==> config.mk <==
export PLATFORM = sky130hd
export DESIGN_NAME = lru_key_value_cache_top_flat
export DESIGN_NICKNAME = d
export VERILOG_FILES = /design/src/design/lkv_cache_pkg.sv /design/src/design/lkv_cache_intf.sv /design/src/design/lru_key_value_cache_top.sv /design/src/design/lkv_cache_ram.sv /design/src/design/lkv_cache_ctrl.sv /design/src/design/lkv_cache_dp.sv /design/src/flat_wrapper.sv
export VERILOG_INCLUDE_DIRS = /design/src /design/src/design
export SDC_FILE = /design/constraint.sdc
export NUM_CORES = 2
export LEC_CHECK = 0
export ABC_AREA = 0
export ABC_CLOCK_PERIOD_IN_PS = 7100
export BUFFER_PORTS_ARGS = -buffer_cell sky130_fd_sc_hd__clkbuf_2
export CAP_MARGIN = 40
export CORE_MARGIN = 1
export CORE_UTILIZATION = 40
export DETAILED_ROUTE_END_ITERATION = 12
export GPL_ROUTABILITY_DRIVEN = 0
export PLACE_DENSITY = 0.53
export RECOVER_POWER = 100
export SETUP_SLACK_MARGIN = 0.5
export SLEW_MARGIN = 0
export SYNTH_ARGS = -nofsm -noshare
export SYNTH_HDL_FRONTEND = slang
export SYNTH_SLANG_ARGS = --single-unit
==> constraint.sdc <==
create_clock -name clock -period 7.1 [get_ports clock]
set_input_delay 1.42 -clock clock [delete_from_list [all_inputs] [get_ports clock]]
set_output_delay 1.42 -clock clock [all_outputs]
set_load 0.01 [all_outputs]
==> src/design/lru_key_value_cache_top_defines.svh <==
// ----------------------------------------------------------------------------
// LRU key-value cache assertion macros
// Concurrent assertion shorthands, compiled out for synthesis.
// ----------------------------------------------------------------------------
`ifndef LRU_KEY_VALUE_CACHE_TOP_DEFINES_SVH
`define LRU_KEY_VALUE_CACHE_TOP_DEFINES_SVH

`ifndef SYNTHESIS
// Same-cycle implication
`define LKV_ASSERT_IMPLY(lbl, clk, rst, ante, cons, msg) \
   lbl: assert property (@(posedge clk) disable iff (rst) (ante) |-> (cons)) \
      else $error(msg);
// Next-cycle implication
`define LKV_ASSERT_NEXT(lbl, clk, rst, ante, cons, msg) \
   lbl: assert property (@(posedge clk) disable iff (rst) (ante) |=> (cons)) \
      else $error(msg);
`else
`define LKV_ASSERT_IMPLY(lbl, clk, rst, ante, cons, msg)
`define LKV_ASSERT_NEXT(lbl, clk, rst, ante, cons, msg)
`endif

`endif

==> src/design/lkv_cache_pkg.sv <==
// ----------------------------------------------------------------------------
// LRU key-value cache package
// Field widths, operation codes and controller/datapath interface types.
// ----------------------------------------------------------------------------
`timescale 1ns / 1ps
`default_nettype none

package lkv_cache_pkg;

   localparam int KEY_W = 32;
   localparam int VAL_W = 32;
   localparam int CAP_W = 5;

   localparam logic [CAP_W-1:0] CAP_RESET = 5'd16;

   // Operation codes
   localparam logic KIND_LOOKUP = 1'b0;
   localparam logic KIND_STORE  = 1'b1;

   // Controller to datapath commands
   typedef struct packed {
      logic capture;   // latch transaction and key match
      logic exec;      // update entries, access value RAM
      logic load;      // load response register
   } cmd_type;

   // Datapath to controller status
   typedef struct packed {
      logic out_free;  // response register can take a new result
   } status_type;

endpackage

`default_nettype wire

==> src/design/lkv_cache_intf.sv <==
// ----------------------------------------------------------------------------
// LRU key-value cache channel interfaces
// Valid/ready channels for requests, responses and the capacity register.
// ----------------------------------------------------------------------------
`timescale 1ns / 1ps
`default_nettype none

interface lkv_cache_req_if;
   logic                                 valid;
   logic                                 ready;
   logic                                 kind;
   logic signed [lkv_cache_pkg::KEY_W-1:0] key;
   logic signed [lkv_cache_pkg::VAL_W-1:0] value;

   modport source (output valid, output kind, output key, output value, input ready);
   modport sink   (input valid, input kind, input key, input value, output ready);
endinterface

interface lkv_cache_rsp_if;
   logic                                 valid;
   logic                                 ready;
   logic                                 hit;
   logic signed [lkv_cache_pkg::VAL_W-1:0] read_value;

   modport source (output valid, output hit, output read_value, input ready);
   modport sink   (input valid, input hit, input read_value, output ready);
endinterface

interface lkv_cache_csr_if;
   logic                             valid;
   logic                             ready;
   logic [lkv_cache_pkg::CAP_W-1:0]  capacity;

   modport source (output valid, output capacity, input ready);
   modport sink   (input valid, input capacity, output ready);
endinterface

`default_nettype wire

==> src/design/lru_key_value_cache_top.sv <==
// Sequence: a request is captured, the execute state updates the entries and
// accesses the value RAM, and the done state loads the response register once it
// is free. No new request is taken until that load; the value RAM read is registered.
// The response register frees the input while a result waits to be taken.
// Reset: synchronous; clears valid bits, ranks, occupancy and sets capacity
// to 16. No clearing pass; the block accepts requests right after reset.
// ----------------------------------------------------------------------------
// LRU key-value cache top level
// Fully associative key-value store with least-recently-used replacement.
// ----------------------------------------------------------------------------
`timescale 1ns / 1ps
`default_nettype none

`include "lru_key_value_cache_top_defines.svh"

module lru_key_value_cache_top #(
   parameter int ENTRIES = 16
) (
   input wire logic       clock,
   input wire logic       reset,
   lkv_cache_req_if.sink  req_if,
   lkv_cache_rsp_if.source rsp_if,
   lkv_cache_csr_if.sink  csr_if
);

   lkv_cache_pkg::cmd_type    cmd;
   lkv_cache_pkg::status_type status;
   logic                      req_ready;

   // Capacity writes are always taken
   assign csr_if.ready = 1'b1;
   assign req_if.ready = req_ready;

   lkv_cache_ctrl u_ctrl (
      .clock     (clock),
      .reset     (reset),
      .req_valid (req_if.valid),
      .req_ready (req_ready),
      .status    (status),
      .cmd       (cmd)
   );

   lkv_cache_dp #(
      .ENTRIES (ENTRIES)
   ) u_dp (
      .clock          (clock),
      .reset          (reset),
      .cmd            (cmd),
      .status         (status),
      .req_kind       (req_if.kind),
      .req_key        (req_if.key),
      .req_value      (req_if.value),
      .csr_we         (csr_if.valid && csr_if.ready),
      .csr_capacity   (csr_if.capacity),
      .rsp_ready      (rsp_if.ready),
      .rsp_valid      (rsp_if.valid),
      .rsp_hit        (rsp_if.hit),
      .rsp_read_value (rsp_if.read_value)
   );

   // Checks
   `LKV_ASSERT_NEXT(a_busy_after_accept, clock, reset, cmd.capture, !req_ready && cmd.exec, "request accepted but execute did not follow")
   `LKV_ASSERT_IMPLY(a_no_accept_in_exec, clock, reset, cmd.exec, !req_ready, "request ready while executing")
   `LKV_ASSERT_NEXT(a_load_sets_valid, clock, reset, cmd.load, rsp_if.valid, "response load did not raise valid")

endmodule

`default_nettype wire

==> src/design/lkv_cache_ram.sv <==
// ----------------------------------------------------------------------------
// LKV cache generic RAM
// One write port, one read port with registered read data.
// ----------------------------------------------------------------------------
`timescale 1ns / 1ps
`default_nettype none

module lkv_cache_ram #(
   parameter int WIDTH = 32,
   parameter int DEPTH = 16,
   localparam int ADDR_W = (DEPTH > 1) ? $clog2(DEPTH) : 1
) (
   input  wire logic                      clock,
   input  wire logic                      wr_en,
   input  wire logic [ADDR_W-1:0]         wr_addr,
   input  wire logic [WIDTH-1:0]          wr_data,
   input  wire logic                      rd_en,
   input  wire logic [ADDR_W-1:0]         rd_addr,
   output      logic [WIDTH-1:0]          rd_data
);

   logic [WIDTH-1:0] mem_ff [DEPTH];
   logic [WIDTH-1:0] rd_data_ff;

   // Write port
   always_ff @(posedge clock) begin
      if (wr_en) begin
         mem_ff[wr_addr] <= wr_data;
      end
   end

   // Registered read port, holds when idle
   always_ff @(posedge clock) begin
      if (rd_en) begin
         rd_data_ff <= mem_ff[rd_addr];
      end
   end

   assign rd_data = rd_data_ff;

endmodule

`default_nettype wire

==> src/design/lkv_cache_ctrl.sv <==
// ----------------------------------------------------------------------------
// LKV cache controller
// Sequences each transaction through capture, execute and response load.
// ----------------------------------------------------------------------------
`timescale 1ns / 1ps
`default_nettype none

module lkv_cache_ctrl (
   input  wire logic                      clock,
   input  wire logic                      reset,
   input  wire logic                      req_valid,
   output      logic                      req_ready,
   input  wire lkv_cache_pkg::status_type status,
   output      lkv_cache_pkg::cmd_type    cmd
);

   localparam logic [1:0] ST_IDLE = 2'd0;
   localparam logic [1:0] ST_EXEC = 2'd1;
   localparam logic [1:0] ST_DONE = 2'd2;

   logic [1:0] state_ff;
   logic [1:0] state_in;

   assign req_ready   = (state_ff == ST_IDLE);
   assign cmd.capture = req_valid && req_ready;
   assign cmd.exec    = (state_ff == ST_EXEC);
   assign cmd.load    = (state_ff == ST_DONE) && status.out_free;

   // Advance through the transaction
   always_comb begin
      state_in = state_ff;
      unique case (state_ff)
         ST_IDLE: begin
            if (cmd.capture) begin
               state_in = ST_EXEC;
            end
         end
         ST_EXEC: begin
            state_in = ST_DONE;
         end
         ST_DONE: begin
            if (status.out_free) begin
               state_in = ST_IDLE;
            end
         end
         default: begin
            state_in = ST_IDLE;
         end
      endcase
   end

   always_ff @(posedge clock) begin
      if (reset) begin
         state_ff <= ST_IDLE;
      end else begin
         state_ff <= state_in;
      end
   end

endmodule

`default_nettype wire

==> src/design/lkv_cache_dp.sv <==
// ----------------------------------------------------------------------------
// LKV cache datapath
// Key match, recency ranks, occupancy, capacity and the response register.
// ----------------------------------------------------------------------------
`timescale 1ns / 1ps
`default_nettype none

module lkv_cache_dp #(
   parameter int ENTRIES = 16
) (
   input  wire logic                                  clock,
   input  wire logic                                  reset,
   input  wire lkv_cache_pkg::cmd_type                cmd,
   output      lkv_cache_pkg::status_type             status,
   input  wire logic                                  req_kind,
   input  wire logic signed [lkv_cache_pkg::KEY_W-1:0] req_key,
   input  wire logic signed [lkv_cache_pkg::VAL_W-1:0] req_value,
   input  wire logic                                  csr_we,
   input  wire logic [lkv_cache_pkg::CAP_W-1:0]       csr_capacity,
   input  wire logic                                  rsp_ready,
   output      logic                                  rsp_valid,
   output      logic                                  rsp_hit,
   output      logic signed [lkv_cache_pkg::VAL_W-1:0] rsp_read_value
);

   localparam int IDX_W  = (ENTRIES > 1) ? $clog2(ENTRIES) : 1;
   localparam int RANK_W = IDX_W;
   localparam int OCC_W  = $clog2(ENTRIES + 1);

   // Entry state
   logic [ENTRIES-1:0]                      valid_ff, valid_in;
   logic [RANK_W-1:0]                       rank_ff [ENTRIES];
   logic [RANK_W-1:0]                       rank_in [ENTRIES];
   logic signed [lkv_cache_pkg::KEY_W-1:0]  keys_ff [ENTRIES];
   logic [OCC_W-1:0]                        occ_ff, occ_in;
   logic [lkv_cache_pkg::CAP_W-1:0]         cap_ff;

   // Captured transaction
   logic                                    kind_ff;
   logic signed [lkv_cache_pkg::KEY_W-1:0]  key_ff;
   logic signed [lkv_cache_pkg::VAL_W-1:0]  value_ff;
   logic [ENTRIES-1:0]                      match_ff, match_in;
   logic                                    hit_ff;

   // Response register
   logic                                    rsp_valid_ff;
   logic                                    rsp_hit_ff;
   logic signed [lkv_cache_pkg::VAL_W-1:0]  rsp_value_ff;

   logic [IDX_W-1:0]                        match_idx;
   logic [RANK_W-1:0]                       match_rank;
   logic [OCC_W-1:0]                        cap_eff;
   logic                                    full;
   logic                                    evict;
   logic [ENTRIES-1:0]                      victim;
   logic [ENTRIES-1:0]                      free_vec;
   logic [IDX_W-1:0]                        slot_idx;
   logic [ENTRIES-1:0]                      slot_vec;
   logic                                    is_store;
   logic                                    ram_we;
   logic                                    ram_re;
   logic [IDX_W-1:0]                        ram_waddr;
   logic [lkv_cache_pkg::VAL_W-1:0]         ram_rdata;

   // Compare the incoming key against every valid entry
   always_comb begin
      for (int i = 0; i < ENTRIES; i++) begin
         match_in[i] = valid_ff[i] && (keys_ff[i] == req_key);
      end
   end

   // Encode the one-hot match and fetch its rank
   always_comb begin
      match_idx  = '0;
      match_rank = '0;
      for (int i = 0; i < ENTRIES; i++) begin
         if (match_ff[i]) begin
            match_idx  = match_idx | IDX_W'(i);
            match_rank = match_rank | rank_ff[i];
         end
      end
   end

   // Clamp capacity into 1..ENTRIES
   always_comb begin
      if (cap_ff == '0) begin
         cap_eff = OCC_W'(1);
      end else if (32'(cap_ff) > 32'(ENTRIES)) begin
         cap_eff = OCC_W'(ENTRIES);
      end else begin
         cap_eff = OCC_W'(cap_ff);
      end
   end

   assign is_store = (kind_ff == lkv_cache_pkg::KIND_STORE);
   assign full     = (occ_ff >= cap_eff);
   assign evict    = is_store && !hit_ff && full;

   // Least recent entry holds the highest rank, occupancy minus one
   always_comb begin
      for (int i = 0; i < ENTRIES; i++) begin
         victim[i] = valid_ff[i] && (rank_ff[i] == RANK_W'(occ_ff - 1'b1));
      end
   end

   assign free_vec = ~valid_ff | (evict ? victim : '0);

   // Pick the lowest free slot
   always_comb begin
      slot_idx = '0;
      for (int i = ENTRIES - 1; i >= 0; i--) begin
         if (free_vec[i]) begin
            slot_idx = IDX_W'(i);
         end
      end
   end

   always_comb begin
      for (int i = 0; i < ENTRIES; i++) begin
         slot_vec[i] = (slot_idx == IDX_W'(i));
      end
   end

   // Next entry state for hits, inserts and evictions
   always_comb begin
      valid_in = valid_ff;
      occ_in   = occ_ff;
      for (int i = 0; i < ENTRIES; i++) begin
         rank_in[i] = rank_ff[i];
      end
      if (cmd.exec) begin
         if (hit_ff) begin
            for (int i = 0; i < ENTRIES; i++) begin
               if (valid_ff[i] && (rank_ff[i] < match_rank)) begin
                  rank_in[i] = RANK_W'(rank_ff[i] + 1'b1);
               end
               if (match_ff[i]) begin
                  rank_in[i] = '0;
               end
            end
         end else if (is_store) begin
            for (int i = 0; i < ENTRIES; i++) begin
               if (valid_ff[i] && !(evict && victim[i])) begin
                  rank_in[i] = RANK_W'(rank_ff[i] + 1'b1);
               end
               if (evict && victim[i]) begin
                  valid_in[i] = 1'b0;
                  rank_in[i]  = '0;
               end
               if (slot_vec[i]) begin
                  valid_in[i] = 1'b1;
                  rank_in[i]  = '0;
               end
            end
            occ_in = evict ? occ_ff : OCC_W'(occ_ff + 1'b1);
         end
      end
   end

   // Entry control state
   always_ff @(posedge clock) begin
      if (reset) begin
         valid_ff <= '0;
         occ_ff   <= '0;
         for (int i = 0; i < ENTRIES; i++) begin
            rank_ff[i] <= '0;
         end
      end else begin
         valid_ff <= valid_in;
         occ_ff   <= occ_in;
         for (int i = 0; i < ENTRIES; i++) begin
            rank_ff[i] <= rank_in[i];
         end
      end
   end

   // Write the key of a newly inserted entry
   always_ff @(posedge clock) begin
      for (int i = 0; i < ENTRIES; i++) begin
         if (cmd.exec && is_store && !hit_ff && slot_vec[i]) begin
            keys_ff[i] <= key_ff;
         end
      end
   end

   // Capacity register, taken only while empty
   always_ff @(posedge clock) begin
      if (reset) begin
         cap_ff <= lkv_cache_pkg::CAP_RESET;
      end else if (csr_we && (occ_ff == '0)) begin
         cap_ff <= csr_capacity;
      end
   end

   // Hold the transaction and its match
   always_ff @(posedge clock) begin
      if (cmd.capture) begin
         kind_ff  <= req_kind;
         key_ff   <= req_key;
         value_ff <= req_value;
         match_ff <= match_in;
         hit_ff   <= |match_in;
      end
   end

   // Value store
   assign ram_we    = cmd.exec && is_store;
   assign ram_re    = cmd.exec && !is_store && hit_ff;
   assign ram_waddr = hit_ff ? match_idx : slot_idx;

   lkv_cache_ram #(
      .WIDTH (lkv_cache_pkg::VAL_W),
      .DEPTH (ENTRIES)
   ) u_value_ram (
      .clock   (clock),
      .wr_en   (ram_we),
      .wr_addr (ram_waddr),
      .wr_data (value_ff),
      .rd_en   (ram_re),
      .rd_addr (match_idx),
      .rd_data (ram_rdata)
   );

   // Response register
   always_ff @(posedge clock) begin
      if (reset) begin
         rsp_valid_ff <= 1'b0;
      end else if (cmd.load) begin
         rsp_valid_ff <= 1'b1;
      end else if (rsp_ready) begin
         rsp_valid_ff <= 1'b0;
      end
   end

   always_ff @(posedge clock) begin
      if (cmd.load) begin
         rsp_hit_ff   <= hit_ff;
         rsp_value_ff <= (!is_store && hit_ff) ? ram_rdata : '0;
      end
   end

   assign status.out_free = !rsp_valid_ff || rsp_ready;
   assign rsp_valid       = rsp_valid_ff;
   assign rsp_hit         = rsp_hit_ff;
   assign rsp_read_value  = rsp_value_ff;

endmodule

`default_nettype wire

==> src/flat_wrapper.sv <==
// flat-port wrapper written by rule: the top's interface ports become plain ports
module lru_key_value_cache_top_flat 
#(
   parameter int ENTRIES = 16
)
  (clock, reset, req_if_valid, req_if_kind, req_if_key, req_if_value, req_if_ready, rsp_if_valid, rsp_if_hit, rsp_if_read_value, rsp_if_ready, csr_if_valid, csr_if_capacity, csr_if_ready);
  lkv_cache_req_if req_if_i ();
  lkv_cache_rsp_if rsp_if_i ();
  lkv_cache_csr_if csr_if_i ();
  input wire logic clock;
  input wire logic reset;
  input wire logic [$bits(req_if_i.valid)-1:0] req_if_valid;
  input wire logic [$bits(req_if_i.kind)-1:0] req_if_kind;
  input wire logic [$bits(req_if_i.key)-1:0] req_if_key;
  input wire logic [$bits(req_if_i.value)-1:0] req_if_value;
  output wire logic [$bits(req_if_i.ready)-1:0] req_if_ready;
  output wire logic [$bits(rsp_if_i.valid)-1:0] rsp_if_valid;
  output wire logic [$bits(rsp_if_i.hit)-1:0] rsp_if_hit;
  output wire logic [$bits(rsp_if_i.read_value)-1:0] rsp_if_read_value;
  input wire logic [$bits(rsp_if_i.ready)-1:0] rsp_if_ready;
  input wire logic [$bits(csr_if_i.valid)-1:0] csr_if_valid;
  input wire logic [$bits(csr_if_i.capacity)-1:0] csr_if_capacity;
  output wire logic [$bits(csr_if_i.ready)-1:0] csr_if_ready;
  assign req_if_i.valid = req_if_valid;
  assign req_if_i.kind = req_if_kind;
  assign req_if_i.key = req_if_key;
  assign req_if_i.value = req_if_value;
  assign req_if_ready = req_if_i.ready;
  assign rsp_if_valid = rsp_if_i.valid;
  assign rsp_if_hit = rsp_if_i.hit;
  assign rsp_if_read_value = rsp_if_i.read_value;
  assign rsp_if_i.ready = rsp_if_ready;
  assign csr_if_i.valid = csr_if_valid;
  assign csr_if_i.capacity = csr_if_capacity;
  assign csr_if_ready = csr_if_i.ready;
  lru_key_value_cache_top #(.ENTRIES(ENTRIES)) u_core (.clock(clock), .reset(reset), .req_if(req_if_i), .rsp_if(rsp_if_i), .csr_if(csr_if_i));
endmodule
* Word level (Yosys, flattened, before mapping)
Memory sizes are Yosys's and may differ from the RTL's. A register that Yosys moved wholly into a read port is not among the register bits.
Index checks and enable logic that the tools add are counted.
** Operators by class
- Eq/ne operators :: 51
- Shift operators :: 0
- Add/sub/neg operators :: 18
- Mux-type cells :: 269
- Bitwise operators :: 35
- Order comparisons :: 18
- Div/mod/pow operators :: 0
- Multipliers :: 0
- Reductions and logical operators :: 181
** Operators with widths (count)
- 2-to-1 mux 4 bit :: 152
- == test 32 bit :: 16
- 2-to-1 mux 32 bit :: 15
- OR reduction 32 bit :: 15
- 2-to-1 mux 64 bit :: 3
- logical AND 1 bit :: 106
- 2-to-1 mux 1 bit :: 87
- AND reduction 4 bit :: 17
- adder 4 x 1 -> 4 bit (second input constant) :: 16
- == test 4 bit :: 16
- < comparator 4 bit :: 16
- OR 4 bit :: 15
- nonzero test 2 bit :: 17
- == test 4 bit (second input constant) :: 8
- logical NOT 1 bit :: 19
- == test 4 x 3 -> 1 bit (second input constant) :: 4
- 2-to-1 mux 16 bit :: 1
- inverter 16 bit :: 1
- OR 1 bit :: 16
- OR 16 bit :: 1
- OR reduction 16 bit :: 1
- 2-to-1 mux 3 bit :: 4
- logical NOT 5 bit :: 2
- 2-to-1 mux 5 bit :: 2
- 17 further kinds :: 22
** Word-level totals
- ROM bits :: 0
- Register bits :: 144
- Logic and storage cells :: 602
- Latch bits :: 0
- Input bits :: 75
- Bits in writable memories :: 1088
- Memories :: 3
** Memory list
- u_core.u_dp.keys_ff :: depth 16, width 32, read ports 16, clocked after Yosys merged registers in 0, wr ports 1, line lkv_cache_dp.sv:34 : logic signed [lkv_cache_pkg::KEY_W-1:0] keys_ff [ENTRIES];
- u_core.u_dp.u_value_ram.mem_ff :: depth 16, width 32, read ports 1, clocked after Yosys merged registers in 1, wr ports 1, line lkv_cache_ram.sv:22 : logic [WIDTH-1:0] mem_ff [DEPTH];
- u_core.u_dp.rank_ff :: depth 16, width 4, read ports 16, clocked after Yosys merged registers in 0, wr ports 16, line lkv_cache_dp.sv:32 : logic [RANK_W-1:0] rank_ff [ENTRIES];

* Depth between registers and ports, before layout
- Depth in word-level cells :: 43
- Mapped depth :: 19
- Depth with buffers taken out :: 15

* Hierarchy
From an unflattened synthesis, not the netlist that was laid out.
** Second synthesis, totals
- Cell total of the unflattened synthesis :: 3289
- Area total of the unflattened synthesis :: 53396.2 um2
** Modules (own cells, without submodules)
- lkv_cache_dp :: area an instance 33131.8 um2, cells an instance 2440, instances 1
- lkv_cache_ram :: area an instance 20155.6 um2, cells an instance 838, instances 1
- lkv_cache_ctrl :: area an instance 97.6 um2, cells an instance 9, instances 1
- lru_key_value_cache_top :: area an instance 11.3 um2, cells an instance 2, instances 1

* Least setup slack after synthesis
OpenSTA, ideal clock, no wires.
- Kind :: register to register
- Start :: register u_core.u_dp.occ_ff[0]
- End :: memory u_core.u_dp.u_value_ram.mem_ff[11][0], enable pin
- Period minus slack after synthesis :: 5.932 ns
- Required time :: 6.639 ns
- Cell stages (with the launch flop) :: 17
- Library setup time :: 0.461 ns
- Setup slack :: 1.168 ns
- Arrival time :: 5.471 ns
- Buffers on the path :: 5
- Cells stage by stage :: dfxtp_1 > buf_4 > buf_6 > inv_1 > ha_1 > buf_4 > buf_4 > xor2_1 > nand3_1 > nor3b_2 > o21ai_1 > a221o_1 > a221oi_4 > o211ai_2 > buf_6 > o21a_1 > nor3_1
** On the way
- Word-level cells in the longest chain between the ends :: 22
- Elaborated cells on any way between the ends :: 54
** RTL lines
- start, declared :: line lkv_cache_dp.sv:35 : logic [OCC_W-1:0] occ_ff, occ_in;
- start signal, assigned :: line lkv_cache_dp.sv:170 : occ_ff <= occ_in;
- subtractor 4 x 1 -> 4 bit :: line lkv_cache_dp.sv:102 : victim[i] = valid_ff[i] && (rank_ff[i] == RANK_W'(occ_ff - 1'b1));
- == test 4 bit :: line lkv_cache_dp.sv:102
- logical AND 1 bit :: line lkv_cache_dp.sv:102
- 2-to-1 mux 16 bit (*) :: line lkv_cache_dp.sv:106 : assign free_vec = ~valid_ff | (evict ? victim : '0);
- OR 16 bit (*) :: line lkv_cache_dp.sv:106
- 2-to-1 mux 4 bit (15 in series) :: line lkv_cache_dp.sv:112 : if (free_vec[i]) begin
- 2-to-1 mux 4 bit (*) :: line lkv_cache_dp.sv:112
- 2-to-1 mux 4 bit (*) :: line lkv_cache_dp.sv:209 : assign ram_waddr = hit_ff ? match_idx : slot_idx;
- end, declared :: line lkv_cache_ram.sv:22
Mark *: on every way between the ends. The rest lies on a longest branch, timed or not.

* Worst setup path after layout
- Start :: register u_core.u_dp.occ_ff[0]
- End :: memory u_core.u_dp.keys_ff[0][227] (netlist bit), enable pin
** On the way
- Word-level cells in the longest chain between the ends :: 41
- Elaborated cells on any way between the ends :: 162
** RTL lines
- subtractor 4 x 1 -> 4 bit :: line lkv_cache_dp.sv:102
- == test 4 bit :: line lkv_cache_dp.sv:102
- logical AND 1 bit :: line lkv_cache_dp.sv:102
- 2-to-1 mux 16 bit (*) :: line lkv_cache_dp.sv:106
- OR 16 bit (*) :: line lkv_cache_dp.sv:106
- 2-to-1 mux 4 bit (15 in series) :: line lkv_cache_dp.sv:112
- 2-to-1 mux 4 bit (*) :: line lkv_cache_dp.sv:112
- == test 4 x 1 -> 1 bit :: line lkv_cache_dp.sv:120 : slot_vec[i] = (slot_idx == IDX_W'(i));
- logical AND 1 bit :: line lkv_cache_dp.sv:180 : if (cmd.exec && is_store && !hit_ff && slot_vec[i]) begin
- 2-to-1 mux 1 bit :: line lkv_cache_dp.sv:180
- 2-to-1 mux 1 bit (implied by the code) :: line lkv_cache_dp.sv:181 : keys_ff[i] <= key_ff;
- OR reduction 32 bit (no line)
- 2-to-1 mux 4 bit (no line) / 2-to-1 mux 1 bit (equally long branches) (15 in series)
- end, declared :: line lkv_cache_dp.sv:34
Marks and branches as above.

==> results.toml <==
[pwr]
p_switching_w = 0.00357
combPwrFrac_pct = 4.6
ir_worst_vdd_mv = 0.256
powerDensity_nw_per_um2 = 259
p_int_w = 0.0123
clkPwrFrac_pct = 42.9
seqPwrFrac_pct = 52.5
swShare_pct = 22.4
cellLeakagePower_nw = 19.5

[die]
io_pins = 111
coreArea_um2 = 134000
fp.dieH_um = 370
die-area_um2 = 137000
initial_core_util_pct = 40.5
rows = 134
die_w_um = 370

[logic_synthesis]
seq_area_frac_synth_pct = 68.2
ys_seq_elements = 1264
yosysWarnings = 0
yosysTopAreaCell = "edfxtp_1"
synthCells = 3857
netlist_top_cells_area = "edfxtp_1 (65%), xnor2_1 (7.1%), dfxtp_1 (3.4%)"
synthesis.area_um2 = 54300
synth_top_area_share_pct = 64.7
synth_cell_type_count = 86
syn-num-nets = 4004
postSynthAreaPerCell_um2 = 14.1
synth-edff-count = 1171
synthFlopType = "edfxtp_1"
async_flop_share_pct = 0

[grt]
grt_antenna_before_repair = 10
grt_pass1_wl_mm = 233
grt_pass1_vias = 32300
grt_use_total_pct = 23.6
grt.overflow.total = 0
grt_max_degree = 197

[sta]
fin_crit_sh_pct = 89.4
post-route-min-period_ns = 6.35
finalSetupViolations = 0
fin_tns_setup_ns = 0
fmax_mhz = 157
tightest_slew_ns = 2.73
slew_headroom_pct = -82.1
hold_violations = 0
skew_ns = 0.0379
rsz0062_at_grt = "false"
drv_slew = 857

[worst_hold_path]
hold_path_class = "reg2reg"
min_from = "u_core.u_dp.key_ff[30]"

[clocking]
clk_pin_slew_ns = 0.07
numCtsBuffers = 137
tritoncts = "done"
clkLatencyLatePin_ns = 0.78
cts_resized = 0
hold_buffers = 0
cts_root_buf = "clkbuf_16"
cts_buffer_depth = 3
cts_setup_buffers = 0
htreeDepth = 4
cts_sinks = 1264

[final_layout]
syn_to_final_growth_pct = 13.0
drive_gt1_share_pct = 8.17
fin_nets = 4168
finalNonFillerCells = 5892

[placed_design]
placed_cells = 5650
place.detailed.hpwl_mm = 103
port_buffers = 109

[drt]
drtPass1Iterations = 7
viasPerCell = 5.72
ant_nets = 0
route.detailed.drc = 0
wl_per_cell_um = 27.7
wl_mm = 163
drt_iter0_markers = 3477
route.vias.total = 33700

[status]
outcome = "finished, violations left"
violations = "capacitance limit, slew limit"

[setup_path]
crit_fanout = 17
critPathLaunch = "u_core.u_dp.occ_ff[0]"
cp_data_required_time_ns = 7.54
crit_path_end_kind = "flop"
rr_startpoint = "u_core.u_dp.occ_ff[0]"
crit_type = "reg2reg"
crit_arrival_ns = 6.79
start_kind = "flop"
regToRegSetupSlack_ns = 0.75

[run]
max_cap_violations = 35
## per-layer routing
layer	up-vias	track usage (%)	wire length [um]
li1	14900	-	-
met1	17200	34.7	74200
met2	1332	36.3	73100
met3	277	3.56	11400
met4	4	6.56	4160
met5	-	0	24
## logic make-up (layout without fill, tap and decap cells)
kind of cell / Yosys count / count (layout) / share of synthesized area (%)
DFF: 1264 / 1264 / 68.2
and+or+nand+nor: 979 / 979 / 9.29
xor gates and xnor gates: 581 / 581 / 9.83
AOI/OAI and AO/OA: 669 / 669 / 8.79
muxes: 8 / 8 / 0.152
adders and majority gates: 72 / 72 / 1.66
other: 1 / 2 / 0.00690
buffers and inverters: 283 / 549 / 2.10
## layout by cell type (no fill, tap or decap), types with 19 or more instances in the layout
master,count
a311oi_1,73
a21oi_1,110
a31oi_1,78
o21a_1,41
and2_0,19
clkinv_1,32
ha_1,72
xor2_1,120
nand2_1,346
nand3_1,72
clkbuf_1,171
dfxtp_1,93
edfxtp_1,1171
nor4_1,64
inv_1,46
nor2_1,71
nand4_1,120
a211oi_1,167
xnor2_1,443
nor3_1,21
and2_1,150
buf_4,45
o21ai_0,61
clkbuf_2,57
clkbuf_16,140
## worst max-delay path, stage by stage (launching register included)
cell	delay (ns)
dfxtp_1	0.67
inv_1	0.17
ha_1	0.31
xnor2_4	0.62
xnor2_1	0.15
nor3b_2	0.38
o21ai_0	0.26
and2_0	0.22
a221oi_1	0.50
o21a_1	0.46
nand2_1	0.16
nor2_1	1.55
buf_4	0.50
## final timing paths
check                                                    to  depth (start not counted)
worst max-delay path            u_core.u_dp.keys_ff[0][227]                         12
worst min-delay path            u_core.u_dp.keys_ff[0][254]                          0
worst max register to register  u_core.u_dp.keys_ff[0][227]                         12
worst min register to register  u_core.u_dp.keys_ff[0][254]                          0
## state kept, by name (all words and copies together), names as in the netlist, 2 cells and up
| register | flops |
|---|---|
| u_core.u_dp.keys_ff | 512 |
| u_core.u_dp.u_value_ram.mem_ff | 512 |
| u_core.u_dp.rank_ff | 64 |
| u_core.u_dp.key_ff | 32 |
| u_core.u_dp.rsp_read_value | 32 |
| u_core.u_dp.u_value_ram.rd_data | 32 |
| u_core.u_dp.value_ff | 32 |
| u_core.u_dp.match_ff | 16 |
| u_core.u_dp.valid_ff | 16 |
| u_core.u_dp.cap_ff | 5 |
| u_core.u_dp.occ_ff | 5 |
| u_core.u_ctrl.state_ff | 2 |
## cell usage after synthesis (all sizes together) (74+ instances only)
library cell and instances:
nand3 74, nand2 347, clkbuf 207, nor2 79
dfxtp 93, a211oi 168, edfxtp 1171, xnor2 444
nand4 120, a21oi 112, xor2 120, a31oi 81
and2 170
## layout make-up
type	instances	area [um2]
fillers	12000	72700
multi-input cells	2310	16200
diodes	1	2.50
flip-flops and latches	1264	37000
well taps	1768	2210
inverters	51	191
repair buffers	257	1560
clock inverters	63	539
clock buffers	178	3650
## stage by stage
step / utilization (%) / area (um2) / hold slack [ns] / setup WS (ns) / power (W)
after floorplan: - / 54300 / 0.421 / 1.17 / 0.00884
after global placement: 42.7 / 57200 / 0.432 / 1.47 / 0.00922
after detailed placement: 43.2 / 57900 / 0.443 / 1.29 / 0.00925
after CTS: 46.3 / 62100 / 0.457 / 1.23 / 0.0160
after global routing: 45.8 / 61400 / 0.465 / 0.428 / 0.0163
final: 45.8 / 61400 / 0.460 / 0.750 / 0.0159
## power groups by stage
stage          registers (W)  clock network (W)  logic, W
3_3_place_gp         0.00852                  0  0.000703
3_5_place_dp         0.00850                  0  0.000758
5_1_grt              0.00835            0.00721  0.000771
6_report             0.00834            0.00681  0.000730
4_1_cts              0.00834            0.00693  0.000762
2_1_floorplan        0.00844                  0  0.000402
Power figures use the tool's default switching activity.
